--- src/hdl/sgnb_pkg.sv ---
`timescale 1ns / 1ps
// shared widths, constants and latencies of the gaussian noise generator
package sgnb_pkg;

  localparam int unsigned UW = 32;   // uniform variate width
  localparam int unsigned SW = 32;   // scale and result width
  localparam int unsigned EW = 38;   // -2 ln u1 in q.32, always below 2^38
  localparam int unsigned RW = 31;   // radius width, q3.28
  localparam int unsigned TW = 34;   // cordic x / y width, q2.30 plus growth
  localparam int unsigned AW = 34;   // radius times trig, q.28

  localparam int unsigned LOG_STEPS    = 32;
  localparam int unsigned SQRT_STEPS   = 32;
  localparam int unsigned CORDIC_STEPS = 32;

  localparam logic [31:0] LN2_Q32      = 32'hB17217F8;
  localparam logic [TW-1:0] CORDIC_START = TW'(32'h26DD3B6A);

  // atan(2^-i) in turns, q0.32
  localparam logic [31:0] TURN_ATAN [CORDIC_STEPS] = '{
    32'h20000000, 32'h12E4051E, 32'h09FB385B, 32'h051111D4, 32'h028B0D43, 32'h0145D7E1,
    32'h00A2F61E, 32'h00517C55, 32'h0028BE53, 32'h00145F2F, 32'h000A2F98, 32'h000517CC,
    32'h00028BE6, 32'h000145F3, 32'h0000A2FA, 32'h0000517D, 32'h000028BE, 32'h0000145F,
    32'h00000A30, 32'h00000518, 32'h0000028C, 32'h00000146, 32'h000000A3, 32'h00000051,
    32'h00000029, 32'h00000014, 32'h0000000A, 32'h00000005, 32'h00000003, 32'h00000001,
    32'h00000001, 32'h00000000
  };

  // stage counts of each unit
  localparam int unsigned LOG_LAT     = LOG_STEPS + 3;
  localparam int unsigned SQRT_LAT    = SQRT_STEPS;
  localparam int unsigned CORDIC_LAT  = CORDIC_STEPS + 2;
  localparam int unsigned SCALE_LAT   = 4;
  localparam int unsigned ANGLE_DELAY = LOG_LAT + SQRT_LAT - CORDIC_LAT;
  localparam int unsigned SIDE_DELAY  = LOG_LAT + SQRT_LAT;
  localparam int unsigned TOTAL_LAT   = SIDE_DELAY + SCALE_LAT;

endpackage

--- src/hdl/sgnb_sqrt.sv ---
`timescale 1ns / 1ps
// pipelined integer square root, one result bit per stage
module sgnb_sqrt (
  input  logic                    clk_i,
  input  logic                    en_i,
  input  logic [sgnb_pkg::EW-1:0] e_i,
  output logic [sgnb_pkg::RW-1:0] r_o
);
  import sgnb_pkg::*;

  logic [63:0] v_q   [SQRT_STEPS];
  logic [63:0] res_q [SQRT_STEPS];

  for (genvar j = 0; j < SQRT_STEPS; j++) begin : g_st
    localparam logic [63:0] BIT = 64'(1) << (62 - 2 * j);
    logic [63:0] vin, rin, trial;
    if (j == 0) begin : g_first
      assign vin = 64'({e_i, 24'b0});
      assign rin = '0;
    end else begin : g_next
      assign vin = v_q[j-1];
      assign rin = res_q[j-1];
    end
    assign trial = rin + BIT;
    always_ff @(posedge clk_i) begin
      if (en_i) begin
        if (vin >= trial) begin
          v_q[j]   <= vin - trial;
          res_q[j] <= (rin >> 1) + BIT;
        end else begin
          v_q[j]   <= vin;
          res_q[j] <= rin >> 1;
        end
      end
    end
  end

  assign r_o = res_q[SQRT_STEPS-1][RW-1:0];
endmodule

--- config.mk ---
export PLATFORM = sky130hd
export DESIGN_NAME = sgnb_sqrt
export DESIGN_NICKNAME = d
export VERILOG_FILES = /design/src/hdl/sgnb_pkg.sv /design/src/hdl/sgnb_sqrt.sv
export SDC_FILE = /design/constraint.sdc
export NUM_CORES = 2
export LEC_CHECK = 0
export CORE_MARGIN = 2
export CORE_UTILIZATION = 61
export DETAILED_ROUTE_END_ITERATION = 10
export DONT_BUFFER_PORTS = 1
export GPL_TIMING_DRIVEN = 0
export PLACE_DENSITY = 0.77
export SKIP_LAST_GASP = 1
export SYNTH_ARGS = -nofsm -noshare
export SYNTH_HDL_FRONTEND = slang
export SYNTH_SLANG_ARGS = --single-unit
--- constraint.sdc ---
create_clock -name clk_i -period 6.1 [get_ports clk_i]
set_input_delay 0.915 -clock clk_i [delete_from_list [all_inputs] [get_ports clk_i]]
set_output_delay 0.915 -clock clk_i [all_outputs]
set_load 0.005 [all_outputs]
==> metrics.txt <==
# TYPE chip_impl_metric gauge
chip_impl_info{name="run_status",value="finished, violations left"} 1
chip_impl_info{name="violations",value="max-capacitance violations, max-slew violations"} 1
chip_impl_info{name="layout.cells.most_common_list",value="sky130_fd_sc_hd__edfxtp_1, sky130_fd_sc_hd__nand2_1, sky130_fd_sc_hd__inv_1, sky130_fd_sc_hd__o21ai_0, sky130_fd_sc_hd__ha_1"} 1
chip_impl_metric{name="placed_cells",unit=""} 10710
chip_impl_metric{name="postLayoutSetupSlackWorst",unit="ns"} 1.042
chip_impl_metric{name="worst_slew_margin_relative_to_its_limit",unit=""} -0.000004071
chip_impl_metric{name="critPathRequiredTime",unit="ns"} 6.66
chip_impl_metric{name="worst_slew_pin_slew",unit="ns"} 1.500
chip_impl_metric{name="intPower",unit="W"} 0.02710
chip_impl_info{name="setup_repair_after_global_routing_missed_its_margin",value="no"} 1
chip_impl_metric{name="power_density",unit="nW/um^2"} 360.6
chip_impl_metric{name="final_hold_violation_count",unit=""} 0
chip_impl_metric{name="clkTransAtPathRegs",unit="ns"} 0.06
chip_impl_metric{name="count_of_hold_buffers_inserted_by_post_cts_repair",unit=""} 0
chip_impl_metric{name="vias",unit=""} 66500
chip_impl_metric{name="cts_buffer_depth",unit=""} 3
chip_impl_info{name="slowest_stage",value="sky130_fd_sc_hd__a2111oi_0"} 1
chip_impl_metric{name="grt_pass1_wl",unit="um"} 344700
chip_impl_metric{name="cp_slowest_stage_delay",unit="ns"} 1.02
chip_impl_metric{name="pin_count",unit=""} 71
chip_impl_metric{name="core_region_area",unit="um^2"} 160800
chip_impl_metric{name="pin_count_of_the_biggest_net_entering_global_routing",unit=""} 78
chip_impl_metric{name="die-height",unit="um"} 406.5
chip_impl_info{name="timing.critical_path.to_type",value="flop"} 1
chip_impl_metric{name="gr-total-overflow",unit=""} 0
chip_impl_metric{name="worst_hold_slack",unit="ns"} 0.1764
chip_impl_info{name="tritoncts",value="yes"} 1
chip_impl_metric{name="fraction_of_final_layout_cells_with_drive_strength_greater_than_1",unit=""} 0.05494
chip_impl_metric{name="number_of_flops_mapped_to_enable_cells_by_yosys",unit=""} 1887
chip_impl_metric{name="skew",unit="ns"} 0.03477
chip_impl_metric{name="post-route-min-period",unit="ns"} 5.058
chip_impl_info{name="startpoint_type",value="input port"} 1
chip_impl_info{name="ctsRootBufferMaster",value="sky130_fd_sc_hd__clkbuf_16"} 1
chip_impl_info{name="timing_worst_setup_path_type",value="in2reg"} 1
chip_impl_metric{name="setup_viol",unit=""} 0
chip_impl_metric{name="drv_slew",unit=""} 1
chip_impl_metric{name="timing.final.crit_share",unit=""} 0.8292
chip_impl_metric{name="floorplan.initialDensity",unit=""} 0.6148
chip_impl_metric{name="p_sw_frac",unit=""} 0.3067
chip_impl_metric{name="ctsHtreeMaxLevel",unit=""} 4
chip_impl_metric{name="placement.setup.worst_slack",unit="ns"} 0.06330
chip_impl_metric{name="initial_drt_pass_iterations",unit=""} 6
chip_impl_metric{name="avgRoutedWirePerCell",unit="um"} 19.90
chip_impl_metric{name="p_clk_frac",unit=""} 0.293
chip_impl_metric{name="syn_inst",unit=""} 8524
chip_impl_metric{name="layout.cell_area.non_filler",unit="um^2"} 108400
chip_impl_metric{name="insertion_delay",unit="ns"} 0.85
chip_impl_metric{name="post_cts.repair.setup_buffers",unit=""} 0
chip_impl_metric{name="comb_pwr_share",unit=""} 0.238
chip_impl_metric{name="die_outline_area",unit="um^2"} 165200
chip_impl_info{name="layout_commonest_cell",value="sky130_fd_sc_hd__edfxtp_1"} 1
chip_impl_metric{name="ys.warnings.count",unit=""} 0
chip_impl_metric{name="post_synthesis_cell_area",unit="um^2"} 98820
chip_impl_metric{name="ir_drop",unit="V"} 0.0003421
chip_impl_metric{name="net-switching-power",unit="W"} 0.01199
chip_impl_metric{name="port-buffer-count",unit=""} 0
chip_impl_metric{name="fmax",unit="MHz"} 197.7
chip_impl_metric{name="post-dp-hpwl",unit="um"} 164400
chip_impl_metric{name="diodes",unit=""} 0
chip_impl_info{name="min_path_type",value="in2reg"} 1
chip_impl_metric{name="post-layout-total-power",unit="W"} 0.03909
chip_impl_metric{name="num-nets-final",unit=""} 9327
chip_impl_metric{name="cts.sinks",unit=""} 1887
chip_impl_metric{name="initialDrtViolationCount",unit=""} 6788
chip_impl_metric{name="power_leakage",unit="nW"} 41.36
chip_impl_metric{name="synth.ff_latch_count",unit=""} 1887
chip_impl_metric{name="route.final.wire_length",unit="um"} 220100
chip_impl_metric{name="layout.cells.non_filler",unit=""} 11060
chip_impl_metric{name="die_width",unit="um"} 406.5
chip_impl_metric{name="path_max_fanout",unit=""} 41
chip_impl_metric{name="row_count",unit=""} 147
chip_impl_metric{name="synth_sequential_area_ratio",unit=""} 0.5734
chip_impl_metric{name="gpl.final_weighted_congestion",unit=""} 0.9538
chip_impl_metric{name="postSynth.asyncResetShare",unit=""} 0
chip_impl_metric{name="first_global_vias",unit=""} 63160
chip_impl_metric{name="post_drt_via_cell_ratio",unit=""} 6.012
chip_impl_metric{name="antenna_left",unit=""} 0
chip_impl_metric{name="share_seq_of_total_power",unit=""} 0.468
chip_impl_metric{name="cts_inserted_buffers",unit=""} 189
chip_impl_metric{name="maxCapViolations",unit=""} 1
chip_impl_metric{name="crit_path_arrival_time",unit="ns"} 5.62
chip_impl_metric{name="placedInstanceArea",unit="um^2"} 102200
chip_impl_metric{name="cts_resized",unit=""} 0
chip_impl_metric{name="global_route_usage_over_all_layers",unit=""} 0.2656
chip_impl_metric{name="drc",unit=""} 0
chip_impl_metric{name="antenna_found_initial",unit=""} 0
chip_impl_info{name="yosys_most_used_dff",value="sky130_fd_sc_hd__edfxtp_1"} 1
chip_impl_metric{name="synth_nets",unit=""} 9109
chip_impl_info{name="path_cells",value="clkbuf_1, inv_1, clkbuf_2, nor3b_1, o311ai_1, nor3_1, clkbuf_1, a2111oi_0, nand2_1, nor3_1, xor2_1"} 1
chip_impl_metric{name="area.growth.synth_to_final",unit="%"} 9.673
chip_impl_metric{name="synth_cell_types",unit=""} 94
chip_impl_metric{name="post_syn_area_per_cell",unit="um^2"} 11.59
[path summary, 6_finish.rpt]
| kind | startpoint | end | slack (ns) | cells after the start |
|---|---|---|---|---|
| setup reg to reg | res_q[1][864] | v_q[1][947] | 1.35 | 14 |
| hold / removal | e_i[15] | v_q[0][39] | 0.18 | 0 |
| hold reg to reg | v_q[0][38] | v_q[0][102] | 0.44 | 0 |
| setup / recovery | en_i | v_q[1][947] | 1.04 | 11 |
[layout make-up]
cell class / count / area, um^2
Sequential cell: 1887 / 56660
Fill cell: 11520 / 52370
Multi-Input combinational cell: 5767 / 38890
Clock buffer: 213 / 4820
Tap cell: 2160 / 2703
Inverter: 674 / 2530
Clock inverter: 137 / 1399
Buffer: 196 / 818.3
Timing Repair Buffer: 27 / 561.8
[synth_stat cells, drive strengths merged, types with 31 or more instances]
cell type	count	area share
xor2	419	0.037
nor4	186	0.012
nand3b	34	0.0026
mux2	59	0.0067
nand2	752	0.029
or3	100	0.0065
nor3	260	0.013
nand3	153	0.0077
xnor2	417	0.037
a211oi	48	0.0037
and2	35	0.0022
and3	64	0.0041
nand4	100	0.0063
a21oi	426	0.022
inv	674	0.026
edfxtp	1887	0.57
nand2b	105	0.0066
or2	35	0.0022
o21ai	559	0.028
o21bai	39	0.0030
o31ai	52	0.0040
nor2	491	0.019
a21o	238	0.018
ha	534	0.068
clkbuf	183	0.0070
nor2b	75	0.0047
o21a	104	0.0079
nor4b	31	0.0030
or4	59	0.0046
a31oi	44	0.0028
[sequential cells by signal, indices dropped and copies added, names as in the netlist]
name / flops
res_q: 527
v_q: 1360
[stage by stage]
stage,setup TNS [ns],util
after floorplan,0,-
after global placement,-675.94,0.6316
after detailed placement,0,0.6355
after CTS,0,0.6741
after global routing,0,0.6742
final,0,0.6742
[power by group through the flow]
stage	registers, W	logic (W)	clock network (W)
5_1_grt	0.0185	0.0104	0.0122
3_5_place_dp	0.0185	0.00906	0
4_1_cts	0.0182	0.00918	0.0117
2_1_floorplan	0.0178	0.00712	0
3_3_place_gp	0.0185	0.00886	0
6_report	0.0183	0.00930	0.0115
[per-layer routing]
layer  track usage  part of all wire  vias to the layer above
met5             0                 0                        -
met4       0.09994             0.038                        0
met3       0.03999             0.072                      488
met2        0.4024              0.44                     2599
met1        0.3897              0.45                    31570
li1              -                 -                    31850
[worst max-delay path: cells and delay by family]
kind / cells / cell delay, ns
xor gates and xnor gates: 1 / 0.12
AOI/OAI and AO/OA: 2 / 1.27
and+or+nand+nor: 4 / 1.06
buffers and inverters: 4 / 2.22
[cell families after synthesis]
| kind of cell | Yosys count | synth area share |
|---|---|---|
| xor+xnor | 836 | 0.07409 |
| flops | 1887 | 0.5734 |
| buf+inv | 870 | 0.03318 |
| mux | 69 | 0.007736 |
| fa+ha+maj | 545 | 0.06984 |
| simple gates | 2572 | 0.1314 |
| compound gates | 1745 | 0.1103 |
Note: power is estimated with default switching activity, not from simulation.
